$ cat src/sv/vra_pkg.sv
// Shared types and constants for the value rank assigner.
`default_nettype none
package vra_pkg;

  localparam int unsigned MAX_ITEMS_DEF = 64;
  localparam int unsigned DATA_W        = 32;
  localparam int unsigned POS_W         = 6;
  localparam int unsigned RANK_W        = 7;

  // Flipping the sign bit makes unsigned order equal signed order.
  localparam logic [DATA_W-1:0] SIGN_FLIP = 32'h8000_0000;

  typedef enum logic [2:0] {
    S_LOAD,
    S_FETCH,
    S_CAPT,
    S_SCAN,
    S_WRBACK,
    S_EMIT
  } state_e;

  // Memory port strobes from the sequencer to the value store.
  typedef struct packed {
    logic we;
    logic re;
  } mem_ctl_t;

endpackage
`default_nettype wire

$ cat src/sv/value_rank_assigner_unit.sv
// Top level of the value rank assigner: value store plus sequencer.
//
//   channel | direction | handshake               | payload
//   --------+-----------+-------------------------+-----------------------------------
//   in      | input     | in_valid_i / in_ready_o | value_i, last_i
//   out     | output    | out_valid_o/out_ready_i | position_o, rank_out_o, overflow_o,
//           |           |                         | final_res_o
//
// Loading accepts one transaction per cycle. After the last one, a first pass marks
// first occurrences and a second pass, emit step included, counts smaller values for
// each entry; both passes read the value memory through its single read port.
// Reset clears the sequencer, count and flags; the memory is not cleared.
// A stalled output holds the sequencer in its emit step.
`default_nettype none
module value_rank_assigner_unit
  import vra_pkg::*;
#(
  parameter int unsigned MAX_ITEMS = MAX_ITEMS_DEF
) (
  input  wire logic                     clk_i,
  input  wire logic                     rst_ni,
  input  wire logic                     in_valid_i,
  output logic                          in_ready_o,
  input  wire logic signed [DATA_W-1:0] value_i,
  input  wire logic                     last_i,
  output logic                          out_valid_o,
  input  wire logic                     out_ready_i,
  output logic             [POS_W-1:0]  position_o,
  output logic             [RANK_W-1:0] rank_out_o,
  output logic                          overflow_o,
  output logic                          final_res_o
);

  localparam int unsigned AW = (MAX_ITEMS > 1) ? $clog2(MAX_ITEMS) : 1;
  localparam int unsigned CW = $clog2(MAX_ITEMS + 1);

  mem_ctl_t        mem_ctl;
  logic [AW-1:0]   mem_waddr;
  logic [DATA_W:0] mem_wdata;
  logic [AW-1:0]   mem_raddr;
  logic [DATA_W:0] mem_rdata;

  vra_store #(
    .DEPTH (MAX_ITEMS),
    .AW    (AW)
  ) u_store (
    .clk_i   (clk_i),
    .ctl_i   (mem_ctl),
    .waddr_i (mem_waddr),
    .wdata_i (mem_wdata),
    .raddr_i (mem_raddr),
    .rdata_o (mem_rdata)
  );

  vra_ctrl #(
    .MAX_ITEMS (MAX_ITEMS),
    .AW        (AW),
    .CW        (CW)
  ) u_ctrl (
    .clk_i       (clk_i),
    .rst_ni      (rst_ni),
    .in_valid_i  (in_valid_i),
    .in_ready_o  (in_ready_o),
    .value_i     (value_i),
    .last_i      (last_i),
    .out_valid_o (out_valid_o),
    .out_ready_i (out_ready_i),
    .position_o  (position_o),
    .rank_out_o  (rank_out_o),
    .overflow_o  (overflow_o),
    .final_res_o (final_res_o),
    .mem_ctl_o   (mem_ctl),
    .mem_waddr_o (mem_waddr),
    .mem_wdata_o (mem_wdata),
    .mem_raddr_o (mem_raddr),
    .mem_rdata_i (mem_rdata)
  );

`ifndef SYNTHESIS
  // Loads and write-backs never share a cycle with a read.
  a_no_rw_overlap: assert property (@(posedge clk_i) disable iff (!rst_ni)
    !(mem_ctl.we && mem_ctl.re))
    else $error("memory read and write in the same cycle");

  // The last transaction starts ranking and closes the input.
  a_last_closes_input: assert property (@(posedge clk_i) disable iff (!rst_ni)
    (in_valid_i && in_ready_o && last_i) |=> !in_ready_o)
    else $error("input still open after last transaction");

  // No input is taken while a run is still being emitted.
  a_no_load_mid_run: assert property (@(posedge clk_i) disable iff (!rst_ni)
    (out_valid_o && !final_res_o) |-> !in_ready_o)
    else $error("input accepted during emission");
`endif

endmodule
`default_nettype wire

$ cat src/sv/vra_store.sv
// Value store: one write port and one registered read port.
`default_nettype none
module vra_store
  import vra_pkg::*;
#(
  parameter int unsigned DEPTH = MAX_ITEMS_DEF,
  parameter int unsigned AW    = 6
) (
  input  wire logic           clk_i,
  input  wire mem_ctl_t       ctl_i,
  input  wire logic [AW-1:0]  waddr_i,
  input  wire logic [DATA_W:0] wdata_i,
  input  wire logic [AW-1:0]  raddr_i,
  output logic      [DATA_W:0] rdata_o
);

  // Each word holds the first-occurrence flag over the biased value.
  logic [DATA_W:0] mem [DEPTH];
  logic [DATA_W:0] rdata_q;

  // Write and read the array.
  always_ff @(posedge clk_i) begin
    if (ctl_i.we) begin
      mem[waddr_i] <= wdata_i;
    end
    if (ctl_i.re) begin
      rdata_q <= mem[raddr_i];
    end
  end

  assign rdata_o = rdata_q;

endmodule
`default_nettype wire

$ cat src/sv/vra_ctrl.sv
// Sequencer: loads items, marks first occurrences, counts ranks, drives results.
`default_nettype none
module vra_ctrl
  import vra_pkg::*;
#(
  parameter int unsigned MAX_ITEMS = MAX_ITEMS_DEF,
  parameter int unsigned AW        = 6,
  parameter int unsigned CW        = 7
) (
  input  wire logic                     clk_i,
  input  wire logic                     rst_ni,
  input  wire logic                     in_valid_i,
  output logic                          in_ready_o,
  input  wire logic signed [DATA_W-1:0] value_i,
  input  wire logic                     last_i,
  output logic                          out_valid_o,
  input  wire logic                     out_ready_i,
  output logic             [POS_W-1:0]  position_o,
  output logic             [RANK_W-1:0] rank_out_o,
  output logic                          overflow_o,
  output logic                          final_res_o,
  output mem_ctl_t                      mem_ctl_o,
  output logic             [AW-1:0]     mem_waddr_o,
  output logic             [DATA_W:0]   mem_wdata_o,
  output logic             [AW-1:0]     mem_raddr_o,
  input  wire logic        [DATA_W:0]   mem_rdata_i
);

  state_e state_q, state_d;

  logic [CW-1:0]     cnt_q;
  logic              ovf_q;
  logic              pend_q;
  logic              out_valid_q;
  logic [CW-1:0]     n_q;
  logic              run_ovf_q;
  logic [AW-1:0]     i_q;
  logic [CW-1:0]     j_q;
  logic              pass2_q;
  logic [DATA_W-1:0] cur_q;
  logic              cur_first_q;
  logic              hit_q;
  logic [CW-1:0]     rank_cnt_q;
  logic [POS_W-1:0]  position_q;
  logic [RANK_W-1:0] rank_q;
  logic              out_ovf_q;
  logic              final_q;

  logic              in_fire;
  logic              has_room;
  logic [CW-1:0]     limit;
  logic              scan_issue;
  logic              scan_done;
  logic              last_pos;
  logic              out_free;
  logic [DATA_W-1:0] rd_val;
  logic              rd_first;
  logic [CW-1:0]     rank_val;

  // Decode the common conditions.
  assign in_fire    = in_valid_i && in_ready_o;
  assign has_room   = cnt_q < CW'(MAX_ITEMS);
  assign limit      = pass2_q ? n_q : CW'(i_q);
  assign scan_issue = (state_q == S_SCAN) && (j_q < limit);
  assign scan_done  = (state_q == S_SCAN) && (j_q == limit) && !pend_q;
  assign last_pos   = (CW'(i_q) + CW'(1)) == n_q;
  assign out_free   = !out_valid_q || out_ready_i;
  assign rd_val     = mem_rdata_i[DATA_W-1:0];
  assign rd_first   = mem_rdata_i[DATA_W];
  assign rank_val   = cur_first_q ? (rank_cnt_q + CW'(1)) : '0;

  // Next state.
  always_comb begin
    state_d = state_q;
    unique case (state_q)
      S_LOAD: begin
        if (in_fire && last_i) state_d = S_FETCH;
      end
      S_FETCH:  state_d = S_CAPT;
      S_CAPT:   state_d = S_SCAN;
      S_SCAN: begin
        if (scan_done) state_d = pass2_q ? S_EMIT : S_WRBACK;
      end
      S_WRBACK: state_d = S_FETCH;
      S_EMIT: begin
        if (out_free) state_d = last_pos ? S_LOAD : S_FETCH;
      end
      default:  state_d = S_LOAD;
    endcase
  end

  // Drive handshake and memory port.
  always_comb begin
    in_ready_o   = 1'b0;
    mem_ctl_o.we = 1'b0;
    mem_ctl_o.re = 1'b0;
    mem_waddr_o  = cnt_q[AW-1:0];
    mem_wdata_o  = {1'b0, $unsigned(value_i) ^ SIGN_FLIP};
    mem_raddr_o  = j_q[AW-1:0];
    unique case (state_q)
      S_LOAD: begin
        in_ready_o   = 1'b1;
        mem_ctl_o.we = in_valid_i && has_room;
      end
      S_FETCH: begin
        mem_ctl_o.re = 1'b1;
        mem_raddr_o  = i_q;
      end
      S_SCAN: begin
        mem_ctl_o.re = scan_issue;
      end
      S_WRBACK: begin
        mem_ctl_o.we = 1'b1;
        mem_waddr_o  = i_q;
        mem_wdata_o  = {!hit_q, cur_q};
      end
      S_CAPT, S_EMIT: begin
      end
      default: begin
      end
    endcase
  end

  // Control registers.
  always_ff @(posedge clk_i or negedge rst_ni) begin
    if (!rst_ni) begin
      state_q     <= S_LOAD;
      cnt_q       <= '0;
      ovf_q       <= 1'b0;
      pend_q      <= 1'b0;
      out_valid_q <= 1'b0;
    end else begin
      state_q <= state_d;
      pend_q  <= scan_issue;
      // Count stored items, flag drops, restart on the last transaction.
      if (in_fire) begin
        if (last_i) begin
          cnt_q <= '0;
          ovf_q <= 1'b0;
        end else if (has_room) begin
          cnt_q <= cnt_q + CW'(1);
        end else begin
          ovf_q <= 1'b1;
        end
      end
      // Hold a result until it is taken.
      if ((state_q == S_EMIT) && out_free) begin
        out_valid_q <= 1'b1;
      end else if (out_ready_i) begin
        out_valid_q <= 1'b0;
      end
    end
  end

  // Datapath registers.
  always_ff @(posedge clk_i) begin
    unique case (state_q)
      S_LOAD: begin
        if (in_fire && last_i) begin
          n_q       <= has_room ? (cnt_q + CW'(1)) : cnt_q;
          run_ovf_q <= ovf_q || !has_room;
          i_q       <= '0;
          pass2_q   <= 1'b0;
        end
      end
      S_CAPT: begin
        cur_q       <= rd_val;
        cur_first_q <= rd_first;
        j_q         <= '0;
        hit_q       <= 1'b0;
        rank_cnt_q  <= '0;
      end
      S_SCAN: begin
        if (scan_issue) j_q <= j_q + CW'(1);
        // Compare the word returned for the previous address.
        if (pend_q) begin
          if (pass2_q) begin
            if (rd_first && (rd_val < cur_q)) rank_cnt_q <= rank_cnt_q + CW'(1);
          end else if (rd_val == cur_q) begin
            hit_q <= 1'b1;
          end
        end
      end
      S_WRBACK: begin
        if (last_pos) begin
          i_q     <= '0;
          pass2_q <= 1'b1;
        end else begin
          i_q <= i_q + AW'(1);
        end
      end
      S_EMIT: begin
        if (out_free) begin
          position_q <= POS_W'(i_q);
          rank_q     <= RANK_W'(rank_val);
          out_ovf_q  <= run_ovf_q;
          final_q    <= last_pos;
          i_q        <= i_q + AW'(1);
        end
      end
      S_FETCH: begin
      end
      default: begin
      end
    endcase
  end

  assign out_valid_o = out_valid_q;
  assign position_o  = position_q;
  assign rank_out_o  = rank_q;
  assign overflow_o  = out_ovf_q;
  assign final_res_o = final_q;

endmodule
`default_nettype wire

$ cat config.mk
export PLATFORM = sky130hd
export DESIGN_NAME = value_rank_assigner_unit
export DESIGN_NICKNAME = d
export VERILOG_FILES = /design/src/sv/vra_pkg.sv /design/src/sv/value_rank_assigner_unit.sv /design/src/sv/vra_store.sv /design/src/sv/vra_ctrl.sv
export SDC_FILE = /design/constraint.sdc
export NUM_CORES = 2
export LEC_CHECK = 0
export BUFFER_PORTS_ARGS = -buffer_cell sky130_fd_sc_hd__buf_2
export CORE_ASPECT_RATIO = 0.75
export CORE_UTILIZATION = 57
export DETAILED_ROUTE_END_ITERATION = 7
export GPL_TIMING_DRIVEN = 1
export PLACE_DENSITY = 0.73
export SLEW_MARGIN = 30
export SYNTH_ARGS = -nofsm -noshare
export SYNTH_HDL_FRONTEND = slang
export SYNTH_SLANG_ARGS = --single-unit
$ cat constraint.sdc
create_clock -name clk_i -period 4.76 [get_ports clk_i]
set_clock_uncertainty 0.15 [all_clocks]
set_input_delay 0.476 -clock clk_i [delete_from_list [all_inputs] [get_ports clk_i]]
set_output_delay 0.476 -clock clk_i [all_outputs]
set_load 0.02 [all_outputs]
==> metrics.cfg <==
[floorplan]
placementRows = 123
start_util_pct = 57.6
die_w_um = 452
ioPinCount = 54
die_y_um = 339
core_um2 = 150000
dieArea_um2 = 153000

[critical_path]
crit_family = buffers and inverters
critPathSlowestCell = o41ai_1
endpoint_kind = register
worst_ep_required_time_ns = 5.16
cp_cell_sequence = nor3b_4 -> mux2i_4 -> buf_12 -> buf_12 -> buf_4 -> mux2i_1 -> o22ai_1 -> o41ai_1 -> nand4_1
crit_path_frequent_cell = buf_12
crit_buf_inv = 3
slowest_delay_ns = 0.88
cp_max_fo = 61
critPathKind = register to register
r2r_cells = 9
crit_arrival_ns = 5.02
crit_cells = 9
startpoint_type = register

[power_and_ir_drop]
p_per_area_nw_per_um2 = 539
leakagePower_uw = 0.0345
vdd_drop_max_v = 0.000512

[global_routing]
grt_pass1_wl_um = 341000
use_met2_pct = 44.8
grt_use_met3_pct = 8.14
grt_max_degree = 129
grt_use_met1_pct = 48.1
grt_usage_pct = 31.5
gr-total-overflow = 0
antenna_found_initial = 10
grt-busiest-layer = met1
first_global_vias = 46500

[timing]
final_max_slew_viol_count = 0
setup_slack_ns = 0.133
hold_viol = 0
fmax_mhz = 216
setup-violations-final = 0
slew-limit-headroom_pct = 26.9
setup_tns_ns = 0
rsz0062_at_grt = no
holdWs_ns = 0.0791
worstMarginPinSlew_ns = 1.08
fin_crit_sh_pct = 97.2
fin_crit_ns = 4.63

[clock_tree]
clk_latency_ns = 0.85
h-tree-depth = 4
cts_buffers = 199
root_buffer = clkbuf_16
ctsLongestPathBuffers = 3
cts_tree = done
cts_setup_buffers = 0
clock_sinks = 2236
path_clk_slew_ns = 0.06

[routing]
drt_iter0_drc = 8359
routedWlPerCell_um = 33.7
drt-vias-per-instance = 6.80
drt_pass1_iterations = 6
num_vias = 49200
detail-route-antenna-nets = 0
wl_um = 244000
drc = 0

[logic_synthesis]
syn_inst = 4770
synthTopCellsByArea = edfxtp_1, mux2i_1, o22ai_1, o41ai_1, buf_2
yosys.area.top_type = edfxtp_1
postSynthAreaPerCell_um2 = 18.1
synth_nets = 4850
synth_seq_cells = 2236
ys_async_sr_fraction_pct = 0.581
synthTopCellsByCount = edfxtp_1, mux2i_1, o22ai_1, buf_2, o41ai_1
synth_most_common_cell = edfxtp_1
synthFlopType = edfxtp_1
synth_edf_count = 2223
synth_top_area_share_pct = 77.2
synth_area_um2 = 86400
yosysWarnings = 0
synth.distinct_cells = 46
synth_seq_area_share_pct = 77.6

[cells_and_area]
syn2layout_area_growth_pct = 14.7
nNetsFinal = 5169
num-fill-cells = 9803
drive_gt1_share_pct = 14.9

[place]
dp_hpwl_um = 140000
numPortBuffers = 53
post-place-ws_ns = 0.180
gp_congestion = 0.904

[outcome]
status = completed

[hold_path]
hold_depth = 3
hold_path_class = input port to register

[job]
cap_violations = 0

[routing by layer]
layer	vias to the layer above	wire length, µm
met4	12	6900
met2	3830	105000
met5	-	90
li1	20000	-
met1	24900	96400
met3	472	35700
[cells by family after synthesis]
kind of cell	count (synthesis)	synth area share, %
compound gates	758	5.80
xor+xnor	24	0.243
fa+ha+maj	43	0.622
buf+inv	311	1.57
flops	2236	77.6
mux	1066	12.3
simple gates	332	1.83
[layout make-up]
cell class              instances  area, µm²  area share, %
multi-input cells            2223      19100           19.3
well taps                    2000       2500           2.52
inverters                      43        161          0.163
repair buffers                386       3920           3.96
flip-flops and latches       2236      67100           67.7
clock inverters                99       1030           1.04
clock buffers                 253       5310           5.35
diodes                          2       5.00        0.00505
[final timing paths]
path                              startpoint                  end  slack (ns)
min in group asynchronous             rst_ni   u_ctrl.out_valid_o        0.60
hold reg to reg             u_ctrl.run_ovf_q    u_ctrl.overflow_o        0.27
setup reg to reg           u_ctrl.state_q[2]  u_store.rdata_o[23]        0.13
max in group asynchronous             rst_ni      u_ctrl.cnt_q[6]        3.41
setup / recovery           u_ctrl.state_q[2]  u_store.rdata_o[23]        0.13
hold / removal                   value_i[27]  u_store.mem[27][27]        0.08
[worst min-delay path, cell delays in order]
cell and delay (ns):
buf_2 0.08, nand2_1 0.11, o21ai_4 0.24
[state kept, by name, summed over array words and instances (netlist names), 3 cells and up]
register,flops
u_ctrl.state_q,3
u_ctrl.position_o,6
u_store.rdata_o,33
u_ctrl.i_q,6
u_ctrl.rank_cnt_q,7
u_store.mem,2112
u_ctrl.n_q,7
u_ctrl.cnt_q,7
u_ctrl.cur_q,32
u_ctrl.rank_out_o,7
u_ctrl.j_q,7
[placed cells by master, fill, tap and decap left out, types with 21 or more instances in the layout]
cell,n
buf_12,87
buf_2,54
inv_1,43
clkbuf_1,47
nand2_1,84
clkinv_1,37
ha_1,43
clkinv_2,26
o41ai_1,113
buf_4,232
o22ai_1,531
clkbuf_16,204
mux2i_1,1063
o21ai_0,21
nor2_4,66
nand3_1,23
edfxtp_1,2223
nor2_1,36
o21ai_4,32
nand4_1,39
[what timing repair did]
action | 4_1_cts | 5_1_grt
gates resized for setup | 0 | 1
hold endpoints to repair | 92 | 0
endpoints found under the setup margin | 0 | 1
hold buffers | 10 | 0
[stage by stage]
stage / utilization [%] / area, µm² / total power, µW / cells
after floorplan: - / 86400 / 31600 / 4770
after global placement: 61.6 / 92500 / 37100 / 6873
after detailed placement: 61.7 / 92700 / 37400 / 6878
after CTS: 66.0 / 99100 / 53100 / 7240
after global routing: 66.0 / 99200 / 54600 / 7240
final: 66.0 / 99200 / 53400 / 7242
[report_power, final]
group	internal [µW]	switching (µW)	leakage (µW)
clock	8890	7040	0.00308
sequential	22100	395	0.0204
combinational	5740	9240	0.0110
Power figures use the tool's default switching activity.
